### config.mk
export PLATFORM = sky130hd
export DESIGN_NAME = eop_sincos
export DESIGN_NICKNAME = d
export VERILOG_FILES = /design/src/rtl/core/eop_pkg.sv /design/src/rtl/core/eop_sincos.sv
export SDC_FILE = /design/constraint.sdc
export NUM_CORES = 2
export LEC_CHECK = 0
export BUFFER_PORTS_ARGS = -buffer_cell sky130_fd_sc_hd__buf_4
export CAP_MARGIN = 5
export CORE_MARGIN = 4
export CORE_UTILIZATION = 55
export CTS_CLUSTER_SIZE = 24
export DETAILED_ROUTE_END_ITERATION = 8
export PLACE_DENSITY = 0.81
export SETUP_SLACK_MARGIN = 0.3
export SLEW_MARGIN = 20
export SYNTH_ARGS = -nofsm -noshare
export SYNTH_HDL_FRONTEND = slang
export SYNTH_SLANG_ARGS = --single-unit
### constraint.sdc
create_clock -name clk -period 5 [get_ports clk]
set_clock_uncertainty 0.15 [all_clocks]
set_input_delay 1 -clock clk [delete_from_list [all_inputs] [get_ports clk]]
set_output_delay 1 -clock clk [all_outputs]
set_load 0.05 [all_outputs]
### src/rtl/core/eop_pkg.sv
package eop_pkg;

	// Datapath widths
	localparam int ZW = 34;          // angle, Q3.30 radians, signed
	localparam int XW = 33;          // sine/cosine, Q30, signed
	localparam int VW = 58;          // atan2 operands, Q38, signed
	localparam int LEN_W = 23;       // axis lengths, unsigned Q15.8
	localparam int COORD_W = 24;     // coordinates, signed Q15.8
	localparam int HEAD_W = 16;      // heading, signed Q8.7
	localparam int ATAN_ENTRIES = 24;

	// Angle constants
	localparam logic [32:0] TWO_PI_Q30 = 33'd6746518737;
	localparam logic [31:0] PI_Q30 = 32'd3373259369;
	localparam logic [31:0] HALF_PI_Q30 = 32'd1686629684;
	localparam logic [34:0] TWO_PI_DIV = 35'd6746518738;
	localparam logic signed [XW-1:0] GAIN_Q30 = 33'sd652032874;

	// Degree scaling: half a turn in Q8.7 and floor(2^48 / PI_Q30)
	localparam logic [14:0] DEG_HALF_TURN = 15'd23040;
	localparam logic [16:0] RECIP_PI = 17'd83443;

	// Register indexes
	localparam logic [1:0] REG_A_LENGTH = 2'd0;
	localparam logic [1:0] REG_C_LENGTH = 2'd1;
	localparam logic [1:0] REG_CENTER_X = 2'd2;
	localparam logic [1:0] REG_CENTER_Y = 2'd3;

	// Ellipse geometry handed from the register block to the datapath
	typedef struct packed {
		logic [LEN_W-1:0]          a;
		logic [LEN_W-1:0]          b;
		logic signed [COORD_W-1:0] cx;
		logic signed [COORD_W-1:0] cy;
	} geom_t;

	// arctan(2^-i) in Q30
	function automatic logic [29:0] atan_val(input logic [4:0] i);
		logic [29:0] r;
		unique case (i)
			5'd0:  r = 30'd843314856;
			5'd1:  r = 30'd497837829;
			5'd2:  r = 30'd263043836;
			5'd3:  r = 30'd133525158;
			5'd4:  r = 30'd67021686;
			5'd5:  r = 30'd33543515;
			5'd6:  r = 30'd16775850;
			5'd7:  r = 30'd8388437;
			5'd8:  r = 30'd4194282;
			5'd9:  r = 30'd2097149;
			5'd10: r = 30'd1048575;
			5'd11: r = 30'd524287;
			5'd12: r = 30'd262143;
			5'd13: r = 30'd131071;
			5'd14: r = 30'd65535;
			5'd15: r = 30'd32767;
			5'd16: r = 30'd16383;
			5'd17: r = 30'd8191;
			5'd18: r = 30'd4095;
			5'd19: r = 30'd2047;
			5'd20: r = 30'd1023;
			5'd21: r = 30'd511;
			5'd22: r = 30'd255;
			5'd23: r = 30'd127;
			default: r = 30'd0;
		endcase
		return r;
	endfunction

	// Clamp a widened coordinate to the signed 24-bit range
	function automatic logic signed [COORD_W-1:0] sat_coord(input logic signed [27:0] v);
		if (v > 28'sd8388607)
			return 24'sh7FFFFF;
		else if (v < -28'sd8388608)
			return 24'sh800000;
		else
			return v[COORD_W-1:0];
	endfunction

endpackage

### src/rtl/core/eop_sincos.sv
module eop_sincos #(
	parameter int STEPS = 16,
	parameter int PHASE_BITS = 16
) (
	input  logic                          clk,
	input  logic                          arst_n,
	input  logic                          en,
	input  logic                          in_v,
	input  logic [PHASE_BITS-1:0]         phase,
	output logic                          out_v,
	output logic [1:0]                    quad,
	output logic signed [eop_pkg::XW-1:0] cos_val,
	output logic signed [eop_pkg::XW-1:0] sin_val
);

	logic [PHASE_BITS+30:0]        prod;
	logic                          v_s [STEPS+1];
	logic [1:0]                    q_s [STEPS+1];
	logic signed [eop_pkg::XW-1:0] x_s [STEPS+1];
	logic signed [eop_pkg::XW-1:0] y_s [STEPS+1];
	logic signed [eop_pkg::ZW-1:0] z_s [STEPS+1];

	// Residual angle within the quadrant
	assign prod = (PHASE_BITS+31)'(phase[PHASE_BITS-3:0]) * (PHASE_BITS+31)'(eop_pkg::TWO_PI_Q30);

	always_ff @(posedge clk or negedge arst_n) begin
		if (!arst_n)
			v_s[0] <= 1'b0;
		else if (en)
			v_s[0] <= in_v;
	end

	always_ff @(posedge clk) begin
		if (en) begin
			q_s[0] <= phase[PHASE_BITS-1:PHASE_BITS-2];
			x_s[0] <= eop_pkg::GAIN_Q30;
			y_s[0] <= '0;
			z_s[0] <= {3'b000, prod[PHASE_BITS+30:PHASE_BITS]};
		end
	end

	// One micro-rotation per stage
	for (genvar i = 0; i < STEPS; i++) begin : g_rot
		logic signed [eop_pkg::XW-1:0] dx, dy;
		logic signed [eop_pkg::ZW-1:0] da;

		assign dx = y_s[i] >>> i;
		assign dy = x_s[i] >>> i;
		assign da = $signed({{(eop_pkg::ZW-30){1'b0}}, eop_pkg::atan_val(5'(i))});

		always_ff @(posedge clk or negedge arst_n) begin
			if (!arst_n)
				v_s[i+1] <= 1'b0;
			else if (en)
				v_s[i+1] <= v_s[i];
		end

		always_ff @(posedge clk) begin
			if (en) begin
				q_s[i+1] <= q_s[i];
				if (!z_s[i][eop_pkg::ZW-1]) begin
					x_s[i+1] <= x_s[i] - dx;
					y_s[i+1] <= y_s[i] + dy;
					z_s[i+1] <= z_s[i] - da;
				end else begin
					x_s[i+1] <= x_s[i] + dx;
					y_s[i+1] <= y_s[i] - dy;
					z_s[i+1] <= z_s[i] + da;
				end
			end
		end
	end

	assign out_v   = v_s[STEPS];
	assign quad    = q_s[STEPS];
	assign cos_val = x_s[STEPS];
	assign sin_val = y_s[STEPS];

endmodule

; ---- Word level (Yosys, flattened, before mapping)
; Memory sizes are Yosys's and may differ from the RTL's.
; Cells that the tools add are included.
[classes]
n_mux = 146
addsub = 95
mul = 1
bitwise_logic = 48
[op_table]
columns = cell, n
row1 = two-way mux 33 bit, 32
row2 = two-way mux 34 bit, 16
row3 = two-way mux 1 bit, 98
row4 = adder 33 x 18 -> 33 bit, 2
row5 = adder 33 x 19 -> 33 bit, 2
row6 = adder 33 x 20 -> 33 bit, 2
row7 = adder 33 x 21 -> 33 bit, 2
row8 = adder 33 x 22 -> 33 bit, 2
row9 = adder 33 x 23 -> 33 bit, 2
row10 = adder 33 x 24 -> 33 bit, 2
row11 = adder 33 x 25 -> 33 bit, 2
row12 = adder 33 x 26 -> 33 bit, 2
row13 = adder 33 x 27 -> 33 bit, 2
row14 = adder 33 x 28 -> 33 bit, 2
row15 = adder 33 x 29 -> 33 bit, 2
row16 = adder 33 x 30 -> 33 bit, 2
row17 = adder 33 x 31 -> 33 bit, 2
row18 = adder 33 x 32 -> 33 bit, 2
row19 = subtractor 33 x 18 -> 33 bit, 2
row20 = subtractor 33 x 19 -> 33 bit, 2
row21 = subtractor 33 x 20 -> 33 bit, 2
row22 = subtractor 33 x 21 -> 33 bit, 2
row23 = subtractor 33 x 22 -> 33 bit, 2
row24 = subtractor 33 x 23 -> 33 bit, 2
row25 = 45 further kinds, 102
[word_totals]
out_inout_bits = 69
input_bits = 20
memories = 4
ram_bits = 1734
ff_bits = 17
[memory_table]
columns = name, words, width, read_ports, rd_clocked_by_memory_dff, write_ports, line
row1 = z_s, 17, 34, 16, 0, 17, eop_sincos.sv:21  ; logic signed [eop_pkg::ZW-1:0] z_s [STEPS+1];
row2 = x_s, 17, 33, 17, 0, 17, eop_sincos.sv:19  ; logic signed [eop_pkg::XW-1:0] x_s [STEPS+1];
row3 = y_s, 17, 33, 17, 0, 17, eop_sincos.sv:20  ; logic signed [eop_pkg::XW-1:0] y_s [STEPS+1];
row4 = q_s, 17, 2, 17, 0, 17, eop_sincos.sv:18  ; logic [1:0] q_s [STEPS+1];

; ---- Longest topological paths before layout
; An unclocked memory read counts as a cell.
[depth]
depth_word = 5
mapped_depth = 23

; ---- Worst setup path after synthesis
; OpenSTA, ideal clock, no wires.
[synth_path]
path_type = input to register
startpoint = input phase[2]
endpoint = memory z_s[0][30] in the netlist's numbering (data pin)
n_path_buf = 0
arrival_ns = 6.280
path_slack_ns = -1.695
stages = 22
setup_time_ns = 0.265
path_cell_list = fa_1 -> inv_1 -> fa_1 -> inv_1 -> fa_1 -> fa_1 -> fa_1 -> inv_1 -> fa_1 -> inv_1 -> ha_1 -> a21o_1 -> a21o_1 -> a21oi_1 -> nor2b_1 -> a41oi_1 -> a21oi_1 -> a21oi_1 -> o21bai_1 -> a21o_1 -> a311oi_1 -> xnor2_1
[synth_rtl]
columns = item, line
row1 = "start, declared", eop_sincos.sv:9  ; input logic [PHASE_BITS-1:0] phase,
row2 = "end, declared", eop_sincos.sv:21

==> impl_metrics.json <==
{
  "status": "finished, violations left",
  "violations": "setup timing",
  "crit_type": "in2reg",
  "yosys_warnings": 0,
  "rsz0062_at_grt": "true",
  "hp-class": "in2reg",
  "remaining_drc_errors": 0,
  "clk_pin_slew_worst_paths_ps": 60,
  "clockBufferDepth": 3,
  "die_h_um": 489,
  "syn_area_um2": 127000,
  "synth.avg_cell_area_um2": 9.74,
  "finalCriticalPeriod_ps": 5940,
  "track_usage_pct": 26.1,
  "syn_inst": 13000,
  "crit_family": "adder cells",
  "synth_seq_cells": 1483,
  "finalMaxSlewViolations": 0,
  "postLayoutSetupSlackWorst_ps": -938,
  "clkLatencyLatePin_ps": 830,
  "synthDistinctLibCells": 99,
  "path_buf_inv": 7,
  "worst-path-max-fanout": 4,
  "num_rows": 176,
  "final_common_cell": "buf_4",
  "slew_headroom_pct": 30.6,
  "place_area_um2": 142000,
  "critical_path_required_ps": 5420,
  "first_pass_iters": 9,
  "finalSetupViolCount": 29,
  "portBuffers": 88,
  "cts_sinks": 1483,
  "multiInputGateArea_um2": 81300,
  "post_drt_wl_per_cell_um": 18.1,
  "antenna_found_initial": 2,
  "critPathLaunchType": "input port",
  "routed_via_density": 5.82,
  "die_area_um2": 239000,
  "final_hold_viol_count": 0,
  "ys_async_sr_fraction_pct": 1.15,
  "finalNetCount": 16300,
  "synth-seq-area-share_pct": 35.0,
  "grt_overflow": 0,
  "start_util_pct": 55.3,
  "max_stage_delay_ps": 610,
  "htree_levels": 4,
  "cts-root-buf": "clkbuf_16",
  "drive_above_1_share_pct": 16.6,
  "cp_data_arrival_time_ps": 6360,
  "cts_made_buffers": 171,
  "fillers": 17800,
  "synth_edf_count": 1466,
  "ant_nets": 0,
  "fp.dieW_um": 489,
  "seq_area_um2": 44400,
  "final_area_um2": 151000,
  "crit_chain": "buf_6, fa_2, buf_6, fa_2, inv_2, fa_1, inv_2, fa_1, fa_1, inv_2, fa_1, inv_2, ha_4, and3_4, a21oi_2, nor2b_1, a41oi_2, buf_6, a21oi_4, a21o_1, nand2_2, a21oi_4, a21oi_2, xnor2_1",
  "grt_pass1_vias": 102000,
  "hpwl_um": 253000,
  "critPathCaptureType": "flip-flop",
  "worst_pin_slew_ps": 1040,
  "cpMaxStageDelayCell": "fa_2",
  "ys.flop_type": "edfxtp_1",
  "post-route-period-util_pct": 119,
  "fmax_mhz": 168,
  "core_area_um2": 230000,
  "grt_pass1_wl_um": 512000,
  "whs_ps": 218,
  "ios": 89,
  "dr.first_iter.drc_count": 6086,
  "grt_max_degree": 191,
  "drv_cap": 0,
  "drt_wl_total_um": 322000,
  "gp_congestion": 1.00,
  "cts_tree": "done",
  "final_cell_mix": "1,598 x buf_4, 1,466 x edfxtp_1, 1,465 x ha_1",
  "area_growth_pct": 18.6,
  "vias": 104000
}
[logic make-up after synthesis]
logic type / after synthesis / synth area share [%]
buf+inv: 948 / 2.82
simple gates: 3157 / 12.1
fa+ha+maj: 1659 / 17.3
compound gates: 3905 / 19.6
xor+xnor: 1799 / 12.4
other cells: 1 / 0.00295
flops: 1483 / 35.0
mux: 92 / 0.773
[through the flow]
step                setup TNS, ps  instances  setup slack (ps)  util, %
finish                     -18800      17800              -938     65.6
global route               -23020      17800             -1130     65.6
floorplan                  -29560      13000             -1450        -
global placement           -54440      17400             -1920     61.8
CTS                        -16040      17700              -813     64.5
detailed placement         -58610      17400             -1940     61.8
[worst paths after layout]
kind / end / startpoint / depth (start not counted) / slack (ps)
setup / recovery: z_s[0][28]$_DFFE_PP_ / phase[4] / 24 / -940
hold / removal: q_s[0][0]$_DFFE_PP_ / phase[14] / 1 / 220
setup reg to reg: y_s[7][32]$_DFFE_PP_ / x_s[6][13]$_DFFE_PP_ / 17 / 40
hold reg to reg: q_s[0][12]$_DFFE_PP_ / q_s[0][10]$_DFFE_PP_ / 0 / 260
max in group asynchronous: v_s[5]$_DFFE_PN0P_ / arst_n / 2 / 4100
min in group asynchronous: v_s[1]$_DFFE_PN0P_ / arst_n / 2 / 420
[cells in the mapped netlist (all sizes together), types with 113 or more instances]
| cell | instances | share of area, % |
|---|---|---|
| clkbuf | 214 | 0.63 |
| o21bai | 183 | 1.1 |
| edfxtp | 1466 | 35 |
| xnor2 | 1152 | 7.9 |
| and3 | 113 | 0.56 |
| nand2b | 206 | 1.0 |
| inv | 694 | 2.1 |
| a31oi | 127 | 0.63 |
| nor2 | 883 | 2.6 |
| nor2b | 199 | 0.98 |
| ha | 1493 | 15 |
| o21a | 168 | 0.99 |
| fa | 166 | 2.6 |
| nor3 | 264 | 1.0 |
| nand3 | 218 | 0.86 |
| o31ai | 132 | 0.78 |
| nand4 | 133 | 0.66 |
| xor2 | 647 | 4.5 |
| nand2 | 759 | 2.2 |
| o21ai | 665 | 2.6 |
| a21o | 735 | 4.3 |
| a21oi | 1294 | 5.1 |
[layer usage]
metal / vias to the layer above / part of all wire (%) / global-route usage [%]
li1: 51400 / - / -
met1: 48700 / 38 / 27.7
met2: 2451 / 52 / 49.7
met3: 969 / 3.2 / 2.75
met4: 0 / 6.4 / 15.2
met5: - / 0 / 0
[timing repair]
item,4_1_cts,5_1_grt
gates resized for setup,100,355
endpoints found under the hold margin,17,0
hold buffers,1,0
pin swaps,45,152
buffers inserted,18,93
setup endpoints to repair,88,200
[registers in the layout, summed over array words and instances (netlist names)]
register	cells
out_v	1
q_s	34
v_s	16
x_s	461
y_s	463
z_s	508
[area by class of cell]
class | count | area share (%)
inverters | 696 | 1.75
well taps | 3026 | 2.51
clock buffers | 198 | 2.98
diodes | 1 | 0.00166
clock inverters | 121 | 0.830
flip-flops and latches | 1483 | 29.5
multi-input cells | 10600 | 53.9
repair buffers | 1658 | 8.52
Power is not shown: default switching activity piles up to over one toggle a cycle in this logic, so the estimate is an artifact.
