[src/rtl/core/eop_pkg.sv]
package eop_pkg;

	// Datapath widths
	localparam int ZW = 34;          // angle, Q3.30 radians, signed
	localparam int XW = 33;          // sine/cosine, Q30, signed
	localparam int VW = 58;          // atan2 operands, Q38, signed
	localparam int LEN_W = 23;       // axis lengths, unsigned Q15.8
	localparam int COORD_W = 24;     // coordinates, signed Q15.8
	localparam int HEAD_W = 16;      // heading, signed Q8.7
	localparam int ATAN_ENTRIES = 24;

	// Angle constants
	localparam logic [32:0] TWO_PI_Q30 = 33'd6746518737;
	localparam logic [31:0] PI_Q30 = 32'd3373259369;
	localparam logic [31:0] HALF_PI_Q30 = 32'd1686629684;
	localparam logic [34:0] TWO_PI_DIV = 35'd6746518738;
	localparam logic signed [XW-1:0] GAIN_Q30 = 33'sd652032874;

	// Degree scaling: half a turn in Q8.7 and floor(2^48 / PI_Q30)
	localparam logic [14:0] DEG_HALF_TURN = 15'd23040;
	localparam logic [16:0] RECIP_PI = 17'd83443;

	// Register indexes
	localparam logic [1:0] REG_A_LENGTH = 2'd0;
	localparam logic [1:0] REG_C_LENGTH = 2'd1;
	localparam logic [1:0] REG_CENTER_X = 2'd2;
	localparam logic [1:0] REG_CENTER_Y = 2'd3;

	// Ellipse geometry handed from the register block to the datapath
	typedef struct packed {
		logic [LEN_W-1:0]          a;
		logic [LEN_W-1:0]          b;
		logic signed [COORD_W-1:0] cx;
		logic signed [COORD_W-1:0] cy;
	} geom_t;

	// arctan(2^-i) in Q30
	function automatic logic [29:0] atan_val(input logic [4:0] i);
		logic [29:0] r;
		unique case (i)
			5'd0:  r = 30'd843314856;
			5'd1:  r = 30'd497837829;
			5'd2:  r = 30'd263043836;
			5'd3:  r = 30'd133525158;
			5'd4:  r = 30'd67021686;
			5'd5:  r = 30'd33543515;
			5'd6:  r = 30'd16775850;
			5'd7:  r = 30'd8388437;
			5'd8:  r = 30'd4194282;
			5'd9:  r = 30'd2097149;
			5'd10: r = 30'd1048575;
			5'd11: r = 30'd524287;
			5'd12: r = 30'd262143;
			5'd13: r = 30'd131071;
			5'd14: r = 30'd65535;
			5'd15: r = 30'd32767;
			5'd16: r = 30'd16383;
			5'd17: r = 30'd8191;
			5'd18: r = 30'd4095;
			5'd19: r = 30'd2047;
			5'd20: r = 30'd1023;
			5'd21: r = 30'd511;
			5'd22: r = 30'd255;
			5'd23: r = 30'd127;
			default: r = 30'd0;
		endcase
		return r;
	endfunction

	// Clamp a widened coordinate to the signed 24-bit range
	function automatic logic signed [COORD_W-1:0] sat_coord(input logic signed [27:0] v);
		if (v > 28'sd8388607)
			return 24'sh7FFFFF;
		else if (v < -28'sd8388608)
			return 24'sh800000;
		else
			return v[COORD_W-1:0];
	endfunction

endpackage

[src/rtl/core/eop_deg.sv]
module eop_deg #(
	parameter int TAG_W = 48
) (
	input  logic                              clk,
	input  logic                              arst_n,
	input  logic                              en,
	input  logic                              in_v,
	input  logic signed [eop_pkg::ZW-1:0]     ang,
	input  logic [TAG_W-1:0]                  in_tag,
	output logic                              out_v,
	output logic signed [eop_pkg::HEAD_W-1:0] heading,
	output logic [TAG_W-1:0]                  out_tag
);

	logic [32:0]                       mag;
	logic                              v_d1, v_d2, v_d3, v_d4;
	logic                              neg_d1, neg_d2, neg_d3;
	logic [TAG_W-1:0]                  t_d1, t_d2, t_d3, t_d4;
	logic [47:0]                       n_d1, n_d2;
	logic [48:0]                       est_prod, rem_full;
	logic [16:0]                       est_d2, est_d3;
	logic [34:0]                       rem_d3;
	logic [16:0]                       q;
	logic [14:0]                       qc;
	logic signed [eop_pkg::HEAD_W-1:0] hd_d4;

	assign mag = ang[eop_pkg::ZW-1] ? 33'(-ang) : ang[32:0];

	// Quotient estimate by reciprocal, then remainder for the correction
	assign est_prod = 49'(n_d1[47:16]) * 49'(eop_pkg::RECIP_PI);
	assign rem_full = 49'(n_d2) - 49'(est_d2) * 49'(eop_pkg::PI_Q30);

	// Correct the estimate by up to two and clamp to half a turn
	always_comb begin
		q  = est_d3 + 17'(rem_d3 >= 35'(eop_pkg::PI_Q30)) + 17'(rem_d3 >= eop_pkg::TWO_PI_DIV);
		qc = (q > 17'(eop_pkg::DEG_HALF_TURN)) ? eop_pkg::DEG_HALF_TURN : q[14:0];
	end

	always_ff @(posedge clk or negedge arst_n) begin
		if (!arst_n) begin
			v_d1 <= 1'b0;
			v_d2 <= 1'b0;
			v_d3 <= 1'b0;
			v_d4 <= 1'b0;
		end else if (en) begin
			v_d1 <= in_v;
			v_d2 <= v_d1;
			v_d3 <= v_d2;
			v_d4 <= v_d3;
		end
	end

	always_ff @(posedge clk) begin
		if (en) begin
			t_d1   <= in_tag;
			neg_d1 <= (ang > 0);
			n_d1   <= 48'(mag) * 48'(eop_pkg::DEG_HALF_TURN) + 48'(eop_pkg::HALF_PI_Q30);
			t_d2   <= t_d1;
			neg_d2 <= neg_d1;
			n_d2   <= n_d1;
			est_d2 <= est_prod[48:32];
			t_d3   <= t_d2;
			neg_d3 <= neg_d2;
			est_d3 <= est_d2;
			rem_d3 <= rem_full[34:0];
			t_d4   <= t_d3;
			hd_d4  <= neg_d3 ? -$signed({1'b0, qc}) : $signed({1'b0, qc});
		end
	end

	assign out_v   = v_d4;
	assign heading = hd_d4;
	assign out_tag = t_d4;

endmodule

[config.mk]
export PLATFORM = sky130hd
export DESIGN_NAME = eop_deg
export DESIGN_NICKNAME = d
export VERILOG_FILES = /design/src/rtl/core/eop_pkg.sv /design/src/rtl/core/eop_deg.sv
export SDC_FILE = /design/constraint.sdc
export NUM_CORES = 2
export LEC_CHECK = 0
export ABC_CLOCK_PERIOD_IN_PS = 8550
export BUFFER_PORTS_ARGS = -buffer_cell sky130_fd_sc_hd__clkbuf_2
export CORE_MARGIN = 1
export CORE_UTILIZATION = 50
export CTS_CLUSTER_DIAMETER = 30
export CTS_CLUSTER_SIZE = 14
export DETAILED_ROUTE_END_ITERATION = 10
export GPL_TIMING_DRIVEN = 0
export PLACE_DENSITY = 0.67
export SLEW_MARGIN = 40
export SYNTH_ARGS = -nofsm -noshare
export SYNTH_HDL_FRONTEND = slang
export SYNTH_SLANG_ARGS = --single-unit
[constraint.sdc]
create_clock -name clk -period 8.55 [get_ports clk]
set_input_delay 0.855 -clock clk [delete_from_list [all_inputs] [get_ports clk]]
set_output_delay 0.855 -clock clk [all_outputs]
set_load 0.05 [all_outputs]
### Yosys cells after proc, flatten, opt, wreduce, memory -nomap -nowiden

Cells that the tools add are included.
W data, S select, Z words.

| operators by class | value |
|---|---|
| multiplexer cells | 3 |
| add/sub/neg operators | 6 |
| multiply operators | 3 |
| $lt $le $gt $ge | 4 |

Operator list:

| operator | number |
|---|---|
| $mul A32 B17 Y49 const B | 1 |
| $add A48 B31 Y48 const B | 1 |
| $mul A33 B6 Y39 const B | 1 |
| $ge A35 B32 Y1 const B | 1 |
| $ge A35 B33 Y1 const B | 1 |
| $mul A17 B32 Y35 const B | 1 |
| $sub A35 B35 Y35 | 1 |
| $add A17 B1 Y17 | 2 |
| $gt A34 B1 Y1 const B | 1 |
| $mux W33 | 1 |
| $neg A33 Y33 | 1 |
| $mux W15 | 2 |
| $gt A17 B15 Y1 const B | 1 |
| $neg A15 Y16 | 1 |

| storage, ports and cells | value |
|---|---|
| input port bits | 86 |
| bits in registers | 367 |
| output and inout port bits | 65 |
| logic and storage cells | 34 |

### Longest topological paths before layout

| depth | value |
|---|---|
| depth in word-level cells | 7 |
| mapped depth | 28 |
| mapped depth without buffers | 26 |

### Worst setup path after synthesis

OpenSTA, ideal clock, no wires.

| timing path | value |
|---|---|
| kind | input port to flip-flop |
| start | input ang[4] (netlist bit) |
| end | register n_d1[47], data pin |
| buffers on the path | 1 |
| setup time | 260 ps |
| slack | 1409 ps |
| stages | 25 |
| arrival | 6881 ps |
| path through | or4_4 nor2_4 nand3_1 or4_1 nand2b_1 or2_2 o41ai_1 xnor2_1 ha_1 inv_1 fa_1 fa_1 inv_1 ha_1 clkbuf_1 a2111oi_0 o221a_2 nor2_1 a22oi_1 o221a_2 o311ai_0 nor4b_1 and3_1 nand4_1 xnor2_1 |

| on the way | value |
|---|---|
| word-level cells in the longest chain between the ends | 4 |

Ends and longest elaborated chain:

| what | RTL line | source |
|---|---|---|
| start, declared | eop_deg.sv:8 | `input logic signed [eop_pkg::ZW-1:0] ang,` |
| $neg A33 Y33 | eop_deg.sv:27 | `assign mag = ang[eop_pkg::ZW-1] ? 33'(-ang) : ang[32:0];` |
| $mux W33 (*) | eop_deg.sv:27 |  |
| $mul A33 B6 Y39 (*) | eop_deg.sv:57 | `n_d1 <= 48'(mag) * 48'(eop_pkg::DEG_HALF_TURN) + 48'(eop_pkg::HALF_PI_Q30);` |
| $add A48 B31 Y48 (*) | eop_deg.sv:57 |  |
| end signal, assigned | eop_deg.sv:57 |  |
| end, declared | eop_deg.sv:19 | `logic [47:0] n_d1, n_d2;` |

Every way passes the cells marked *; elsewhere a longest branch is shown, timed or not.
A chain may end at the register's enable or synchronous reset.

### Final worst setup path

Ends and elaborated chain as after synthesis.

==> reports/summary.txt <==
IO Pins: 151
Synthesized instance count: 2899
Initial DRT Pass Iterations: 5
CTS tree: built
Worst Max-Slew Pin Slew: 0.7634 ns
Worst EP arrival: 7.77 ns
Initial antenna violation count: 0
Top Usage Layer GRT: met2
Clock-pin transition on the worst setup and hold timing paths: 0.05 ns
Vias in the first global route: 23210
Gp weighted congestion: 0.9428
Share of the yosys chip area belonging to registers: 30.71%
Diodes inserted: 0
Period minus WS final: 7.450 ns
Layout cells sized above 1: 9.642%
Clk Latency, worst-skew pair: 0.59 ns
CTS root buf: clkbuf_16
Final Hold Viols: 0
Predominant post-synthesis flop cell: edfxtp_1
Detailed Route Iter0 Violations: 945
Final nets: 4114
Worst setup EP type: register
Mapped cell area: 33960 um^2
TNS Setup: 0 ns
Mapped Nets: 3885
Synth Warn #: 0
Rows: 95
FF-to-FF path depth: 19
Max-slew violations: 0
TritonCTS Buffers: 70
Overall global routing resource usage: 21.62%
M3 GR Usage: 2.614%
Die area: 68970 um^2
Flops & latches, synth: 348
Status: complete, no violations
Syn avg cell area: 11.71 um^2
RSZ-0062 raised after global routing: no
Critical Path Source Type: input pin
CP Class: in2reg
Post-synth EDFFs: 344
Starting Density: 50.57%
Post-DRT Antenna Nets: 0
Vias after detailed routing: 21280
Core Box Area: 67160 um^2
Fillers: 5521
Relative slew slack: 49.11%
DRC: 0
Clk_skew: 0.02175 ns
Vias per cell: 5.246
CP max FO: 9
Max Cap Viol: 0
Overflow after GRT: 0
Yosys cell types: 79
Setup bufs post-CTS: 0
Routed Wire Length: 71.46 mm
Fraction of registers with async set/reset: 1.149%
Finish-stage setup viols: 0
First-pass GRT wire length: 118.8 mm
Max Fclk: 0.1342 GHz
DPL Wire Length: 59.78 mm
Clk buf depth: 3
Met2 GRT Util: 39.05%
Die span in y: 262.6 um
Cts repair resizes: 0
Final period utilization: 87.14%
Area grow syn2layout: 12.88%
Largest net degree at the start of global routing: 71
Clock sink count: 348
Die Wd: 262.6 um
Worst Hold Class: in2async
Hold slack: 0.05613 ns
Critical Path RT: 8.87 ns
Hold buffers post-CTS: 0
WL/cell: 17.61 um
GR Util met1: 27.02%
# H-tree levels: 3
Port Buf Inserts: 150
==> kinds of logic (layout without fill, tap and decap cells) <==
kind of cell,after synthesis,in the layout,share of synthesized area [%]
xor gates and xnor gates,174,174,4.510
buffers and inverters,689,974,7.641
AOI/OAI and AO/OA,388,388,7.505
adders and majority gates,900,900,43.44
muxes,10,10,0.3132
and+or+nand+nor,390,390,5.880
DFF,348,348,30.71
==> area by class of cell <==
| cell class | count | area [um^2] | area share (%) |
|---|---|---|---|
| buffer | 34 | 136.4 | 0.3558 |
| clock buffer | 78 | 1803 | 4.703 |
| clock inverter | 50 | 553.0 | 1.443 |
| inverter | 655 | 2459 | 6.414 |
| multi-input combinational | 1862 | 20940 | 54.63 |
| sequential | 348 | 10430 | 27.21 |
| tap | 873 | 1092 | 2.849 |
| timing repair buffer | 157 | 919.6 | 2.399 |
==> sequential cells by signal (all words and copies together), names as in the netlist <==
register  count
out_tag      48
n_d1         39
est_d2       17
v_d3          1
heading      16
rem_d3       34
t_d2         48
v_d1          1
t_d1         48
n_d2         26
neg_d2        1
est_d3       17
neg_d1        1
t_d3         48
out_v         1
neg_d3        1
v_d2          1
==> layer usage <==
layer / vias up / wire length (um)
li1: 10150 / -
met1: 10620 / 30220
met2: 398 / 37010
met3: 108 / 2370
met4: 0 / 1857
met5: - / 0
==> synthesized netlist by cell type (6+ instances only) <==
master / n / area [um^2]
xnor2_1: 116 / 1016
buf_2: 7 / 35.03
ha_1: 435 / 5443
a21o_1: 44 / 330.3
a31oi_1: 17 / 106.4
o22ai_1: 6 / 37.54
nor4_1: 10 / 62.56
a31o_2: 7 / 61.31
o211ai_1: 14 / 105.1
or3_1: 11 / 68.82
o21ai_0: 70 / 350.3
a21oi_1: 105 / 525.5
o41ai_1: 11 / 96.34
o31ai_1: 17 / 127.6
nand2b_1: 10 / 62.56
inv_1: 655 / 2459
a2111oi_0: 6 / 52.55
o21bai_1: 16 / 120.1
o21a_1: 9 / 67.56
a211oi_1: 11 / 82.58
nor3_1: 34 / 170.2
and4_1: 6 / 52.55
and2_1: 9 / 56.30
nand3_1: 39 / 195.2
edfxtp_1: 344 / 10330
xor2_1: 57 / 499.2
nand2_1: 96 / 360.4
nand4_1: 22 / 137.6
and3_1: 17 / 106.4
clkbuf_1: 25 / 93.84
nor2b_1: 13 / 81.33
nor2_1: 89 / 334.1
fa_1: 465 / 9309
a21boi_0: 6 / 45.04
==> stage by stage <==
stage	std cells	setup WS, ns	area [um^2]	util [%]
final	4057	1.100	38330	57.08
after global routing	4057	0.4022	38330	57.08
after CTS	4056	0.9544	38320	57.06
after detailed placement	3928	0.3459	35970	53.56
after global placement	3922	0.4089	35800	53.31
after floorplan	2899	1.409	33960	-
==> critical path, cell delays in order <==
cell and delay (ns):
clkbuf_2 0.11, or4_4 0.56, nor2_4 0.13, nand3_1 0.14
or4_1 0.55, nand2b_1 0.23, or2_2 0.30, o41ai_1 0.33
xnor2_1 0.16, ha_1 0.29, inv_1 0.08, fa_1 0.51
fa_1 0.51, inv_1 0.04, ha_1 0.28, clkbuf_1 0.20
a2111oi_0 0.48, o221a_2 0.28, nor2_1 0.08, a22oi_1 0.20
o221a_2 0.25, o311ai_1 0.17, nor4b_1 0.42, and3_1 0.30
nand4_1 0.14, xnor2_1 0.18
==> final timing paths <==
kind,startpoint,to,slack [ns]
min in group clk,t_d3[32],out_tag[32],0.41
min,arst_n,out_v,0.06
max,ang[4],n_d1[47],1.10
max reg2reg,n_d1[33],est_d2[16],1.37
min reg2reg,t_d3[32],out_tag[32],0.41
max in group asynchronous,arst_n,v_d1,8.37
==> layout by cell type (no fill, tap or decap), types with 8 or more instances in the layout <==
cell type | Yosys | routed
nand2b_1 | 10 | 10
o41ai_1 | 11 | 11
nor4_1 | 10 | 10
o31ai_1 | 17 | 17
nand4_1 | 22 | 22
clkbuf_16 | 0 | 71
clkinvlp_4 | 0 | 9
nand2_1 | 96 | 96
clkinv_1 | 0 | 8
ha_1 | 435 | 435
nor2b_1 | 13 | 13
a31oi_1 | 17 | 17
xnor2_1 | 116 | 116
a21o_1 | 44 | 44
fa_1 | 465 | 465
clkbuf_2 | 0 | 149
a21oi_1 | 105 | 105
o21bai_1 | 16 | 16
nor2_1 | 89 | 89
clkbuf_1 | 25 | 32
inv_1 | 655 | 655
o21a_1 | 9 | 9
clkinv_2 | 0 | 12
and3_1 | 17 | 17
and2_1 | 9 | 9
a211oi_1 | 11 | 11
or3_1 | 11 | 11
o211ai_1 | 14 | 14
o21ai_0 | 70 | 70
edfxtp_1 | 344 | 344
nand3_1 | 39 | 39
nor3_1 | 34 | 34
xor2_1 | 57 | 57
Power is not shown: default switching activity piles up to over one toggle a cycle in this logic, so the estimate is an artifact.
